--- config.mk ---
export PLATFORM = sky130hd
export DESIGN_NAME = itoa_front
export DESIGN_NICKNAME = d
export VERILOG_FILES = /design/src/design/itoa_pkg.sv /design/src/design/itoa_front.sv
export SDC_FILE = /design/constraint.sdc
export NUM_CORES = 1
export LEC_CHECK = 0
export BUFFER_PORTS_ARGS = -buffer_cell sky130_fd_sc_hd__buf_4
export CAP_MARGIN = 20
export CORE_ASPECT_RATIO = 1.1
export CORE_MARGIN = 8
export CORE_UTILIZATION = 40
export DETAILED_ROUTE_END_ITERATION = 10
export SLEW_MARGIN = 20
export SYNTH_ARGS = -nofsm -noshare
export SYNTH_HDL_FRONTEND = slang
export SYNTH_SLANG_ARGS = --single-unit
--- constraint.sdc ---
create_clock -name clock -period 2.65 [get_ports clock]
set_clock_uncertainty 0.2 [all_clocks]
set_input_delay 0 -clock clock [delete_from_list [all_inputs] [get_ports clock]]
set_output_delay 0 -clock clock [all_outputs]
set_load 0.05 [all_outputs]
--- src/design/itoa_pkg.sv ---
// Package with the types, codes and character table of the radix formatter.
package itoa_pkg;

   localparam logic [2:0] MODE_SDEC = 3'd0;
   localparam logic [2:0] MODE_UDEC = 3'd1;
   localparam logic [2:0] MODE_OCT  = 3'd2;
   localparam logic [2:0] MODE_HEX  = 3'd3;
   localparam logic [2:0] MODE_PTR  = 3'd4;

   localparam logic [7:0] CHAR_MINUS = 8'h2d;
   localparam logic [7:0] CHAR_ZERO  = 8'h30;
   localparam logic [7:0] CHAR_X     = 8'h78;

   // Reciprocal of ten scaled by 2^35; exact quotient for every 32-bit value.
   localparam logic [31:0] DEC_RECIP = 32'hcccc_cccd;
   localparam int          DEC_SHIFT = 35;

   localparam int STACK_DEPTH = 16;
   localparam int QUEUE_DEPTH = 2;

   typedef enum logic [1:0] {
      RADIX_DEC,
      RADIX_OCT,
      RADIX_HEX
   } radix_type;

   typedef enum logic [1:0] {
      PFX_NONE,
      PFX_MINUS,
      PFX_HEX
   } prefix_type;

   typedef enum logic [2:0] {
      ST_IDLE,
      ST_CONV,
      ST_SIGN,
      ST_ZERO,
      ST_XCHR,
      ST_DIGITS
   } back_state_type;

   typedef struct packed {
      logic [2:0]  mode;
      logic [63:0] value;
   } req_type;

   typedef struct packed {
      logic [7:0] char_code;
      logic       last_char;
   } rsp_type;

   typedef struct packed {
      prefix_type  prefix;
      radix_type   radix;
      logic [63:0] mag;
   } job_type;

   function automatic logic [7:0] digit_char(input logic [3:0] digit);
      logic [7:0] code;
      case (digit)
         4'd0:    code = 8'h30;
         4'd1:    code = 8'h31;
         4'd2:    code = 8'h32;
         4'd3:    code = 8'h33;
         4'd4:    code = 8'h34;
         4'd5:    code = 8'h35;
         4'd6:    code = 8'h36;
         4'd7:    code = 8'h37;
         4'd8:    code = 8'h38;
         4'd9:    code = 8'h39;
         4'd10:   code = 8'h61;
         4'd11:   code = 8'h62;
         4'd12:   code = 8'h63;
         4'd13:   code = 8'h64;
         4'd14:   code = 8'h65;
         default: code = 8'h66;
      endcase
      return code;
   endfunction

endpackage

--- src/design/itoa_front.sv ---
// Front end: takes requests, works out radix, prefix and magnitude, and queues the jobs.
module itoa_front (
   input  logic              clock,
   input  logic              reset,
   input  logic              req_push,
   output logic              req_full,
   input  itoa_pkg::req_type req_data,
   output logic              job_valid,
   output itoa_pkg::job_type job_data,
   input  logic              job_pop
);

   itoa_pkg::job_type queue_ff [itoa_pkg::QUEUE_DEPTH];
   logic              wr_ptr_ff, wr_ptr_in;
   logic              rd_ptr_ff, rd_ptr_in;
   logic [1:0]        count_ff, count_in;

   itoa_pkg::job_type job_new;
   logic              job_keep;
   logic              accept;
   logic              push_q;
   logic              pop_q;
   logic [31:0]       neg_low;

   assign neg_low = ~req_data.value[31:0] + 32'd1;

   always_comb begin
      job_new  = '{prefix: itoa_pkg::PFX_NONE, radix: itoa_pkg::RADIX_DEC,
                   mag: {32'd0, req_data.value[31:0]}};
      job_keep = 1'b1;
      unique case (req_data.mode)
         itoa_pkg::MODE_SDEC: begin
            if (req_data.value[31]) begin
               job_new.prefix = itoa_pkg::PFX_MINUS;
               job_new.mag    = {32'd0, neg_low};
            end
         end
         itoa_pkg::MODE_UDEC: begin
            job_new.radix = itoa_pkg::RADIX_DEC;
         end
         itoa_pkg::MODE_OCT: begin
            job_new.radix = itoa_pkg::RADIX_OCT;
         end
         itoa_pkg::MODE_HEX: begin
            job_new.radix = itoa_pkg::RADIX_HEX;
         end
         itoa_pkg::MODE_PTR: begin
            job_new.radix  = itoa_pkg::RADIX_HEX;
            job_new.prefix = itoa_pkg::PFX_HEX;
            job_new.mag    = req_data.value;
         end
         default: begin
            // Undefined modes are taken and dropped without any text.
            job_keep = 1'b0;
         end
      endcase
   end

   assign req_full  = (count_ff == 2'(itoa_pkg::QUEUE_DEPTH));
   assign accept    = req_push && !req_full;
   assign push_q    = accept && job_keep;
   assign job_valid = (count_ff != 2'd0);
   assign pop_q     = job_pop && job_valid;
   assign job_data  = queue_ff[rd_ptr_ff];

   always_comb begin
      wr_ptr_in = wr_ptr_ff ^ push_q;
      rd_ptr_in = rd_ptr_ff ^ pop_q;
      count_in  = count_ff + 2'(push_q) - 2'(pop_q);
   end

   always_ff @(posedge clock) begin
      if (reset) begin
         wr_ptr_ff <= 1'b0;
         rd_ptr_ff <= 1'b0;
         count_ff  <= 2'd0;
      end else begin
         wr_ptr_ff <= wr_ptr_in;
         rd_ptr_ff <= rd_ptr_in;
         count_ff  <= count_in;
      end
   end

   always_ff @(posedge clock) begin
      if (push_q) begin
         queue_ff[wr_ptr_ff] <= job_new;
      end
   end

endmodule

==> qor.yml <==
status: "complete, no violations"
cts_root_buffer: "clkbuf_16"
drive_above_1_share_pct: 43.7
drt-total-wl_um: 13900
ys_top_cells_by_area: "edfxtp_1 66%, mux2_2 12%, xnor2_1 4.0%, and2_1 3.5%, dfxtp_1 1.3%"
first_global_vias: 4362
synth_top_family_by_area: "multiplexers"
final_common_cell: "buf_4"
routed_via_density: 4.84
syn-instance-count: 375
port_buffers: 140
final_cell_mix: "148 x buf_4, 136 x edfxtp_1, 83 x dlygate4sd3_1"
fin_crit_ns: 2.58
post-route-period-util_pct: 97.3
place_hpwl_um: 8930
gp_congestion: 0.767
r2r-end: "count_ff[1]"
p_clk_share_pct: 29.4
ys_types: 38
r2r_cells: 8
ys_seq_elements: 140
tritoncts_num_sinks: 140
synth-xor-area-share_pct: 4.56
power_mw: 8.04
numCtsBuffers: 17
synth_fa_ha_area_share_pct: 1.02
insertion_delay_ns: 0.40
ys_seq_area_share_pct: 67.7
p_seq_share_pct: 35.2
yosysTopAreaCell: "edfxtp_1"
peakVddDrop_mv: 0.357
fillers: 1223
drtPass1Iterations: 4
die_area_sq_mm: 0.0196
antenna_cells: 0
die_y_um: 146
cts_tree: "built"
drt-initial-drc-count: 173
syn2layout_area_growth_pct: 45.4
vias: 3967
tightest_slew_ns: 0.529
multi_input_area_sq_mm: 0.00193
grt_pass1_wl_um: 22500
postLayoutCoreUtil_pct: 59.4
cts.htree.levels: 4
rows: 47
core_area_sq_mm: 0.0151
fmaxAchievable_mhz: 388
p_int_mw: 5.22
clockBufferDepth: 2
clk_pin_slew_ns: 0.06
synthMuxAreaShare_pct: 12.5
io-pin-count: 141
maxSlewViolCount: 0
combPwrFrac_pct: 35.3
grtUsageTotal_pct: 14.5
antenna_found_initial: 0
syn-num-nets: 451
crit_path_start_kind: "input port"
synth_compound_area_share_pct: 4.52
dpl_cell_area_sq_mm: 0.00749
holdCritStartpoint: "req_data[13]"
die_w_um: 134
synth_area_per_cell_sq_um: 16.4
regArea_sq_mm: 0.00417
r2r-start: "count_ff[1]"
synth-simple-area-share_pct: 8.06
wl_per_cell_um: 17.0
final_hold_viol_count: 0
cellPowerDensity_mw_per_mm2: 899
drc: 0
synthesis.area_sq_mm: 0.00615
overflow: 0
criticalPathCategory: "in2reg"
leakagePower_nw: 3.31
initial_core_util_pct: 40.8
worstPathArrival_ns: 2.53
grt_max_degree: 36
post_cts_buffers: 0
power.share.switching_pct: 35.1
synth_top_area_share_pct: 66.4
maxSlewHeadroom_pct: 64.5
min_path_cells: 5
cp_max_fo: 9
p_switching_mw: 2.82
setup_violations: 0
end_kind: "flop"
holdPathEnd: "queue_ff[0][17]"
antenna_left: 0
maxCapViolCount: 0
r2r_slack_ns: 0.68
finalNetCount: 686
critPathRequiredTime_ns: 2.60
min_path_type: "in2reg"
fin_area_sq_mm: 0.00894
yosysWarnings: 0
## state kept, by name, indices dropped and copies added, names as in the netlist
signal,count
rd_ptr_ff,1
queue_ff,136
wr_ptr_ff,1
count_ff,2
## power by group through the flow
stage	combinational (mW)	sequential (mW)	clock [mW]
floorplan	1.98	2.80	0
global placement	2.76	2.88	0
detailed placement	2.76	2.89	0
CTS	2.88	2.84	2.42
global route	2.99	2.86	2.51
finish	2.84	2.83	2.36
## worst max path at each step
| stage | from | to | slack [ns] | depth (start not counted) |
|---|---|---|---|---|
| 2_1_floorplan | count_ff[0] | queue_ff[1][0] | -0.23 | 4 |
| 3_3_place_gp | req_data[12] | queue_ff[0][29] | 0.58 | 5 |
| 3_5_place_dp | req_data[12] | queue_ff[1][23] | 0.50 | 5 |
| 4_1_cts | req_data[16] | queue_ff[0][29] | 0.01 | 7 |
| 5_1_grt | req_data[5] | queue_ff[0][29] | -0.02 | 7 |
| 6_report | req_data[5] | queue_ff[0][9] | 0.07 | 7 |
## kinds of logic after synthesis
kind of cell               Yosys count
and+or+nand+nor                     76
AOI/OAI and AO/OA                   30
muxes                               68
xor gates and xnor gates            32
adders and majority gates            5
DFF                                140
buffers and inverters               24
## stage by stage
step	TNS (ns)	instances	setup slack (ns)	hold WS, ns
finish	0	819	0.0703	0.0623
global placement	0	704	0.584	-0.0127
detailed placement	0	704	0.498	-0.0114
floorplan	-31.35	375	-0.231	-0.133
CTS	0	819	0.0148	0.0309
global route	-0.0268	819	-0.0163	0.101
## worst max-delay path, stage by stage
cell and delay, ns:
dlygate4sd3_1 0.53, buf_4 0.16, nor4_4 0.53, nand2_4 0.23, o41ai_1 0.37, xnor2_1 0.12, dlygate4sd3_1 0.59
## layer usage
| layer | routed length, um | GRT usage (%) |
|---|---|---|
| met4 | 158 | 4.78 |
| met5 | 0 | 0 |
| met1 | 5950 | 17.2 |
| met3 | 930 | 5.01 |
| met2 | 6860 | 24.0 |
## Yosys cell counts, drive strengths merged
library cell / n
a21oi: 2
and2: 34
buf: 9
clkbuf: 7
dfxtp: 4
edfxtp: 136
ha: 5
inv: 8
mux2: 68
nand2: 10
nand2b: 1
nand3: 3
nand4: 2
nand4b: 1
nor2: 8
nor2b: 1
nor3: 5
nor3b: 2
nor4: 4
o21ai: 8
o21bai: 1
o31ai: 12
o41ai: 7
or2: 1
or2b: 1
or3: 2
or4: 1
xnor2: 28
xor2: 4
## final cells by class
cell class / instances / share of cell area (%)
sequential: 140 / 46.6
timing repair buffer: 232 / 21.9
multi-input combinational: 211 / 21.6
clock buffer: 18 / 4.80
tap: 196 / 2.74
clock inverter: 14 / 1.92
inverter: 8 / 0.336
## repair_timing
action,in CTS,in global routing
setup endpoints to repair,0,20
gates resized for setup,0,4
hold endpoints to repair,140,0
hold buffers,83,0
(Power assumes the default switching activity.)
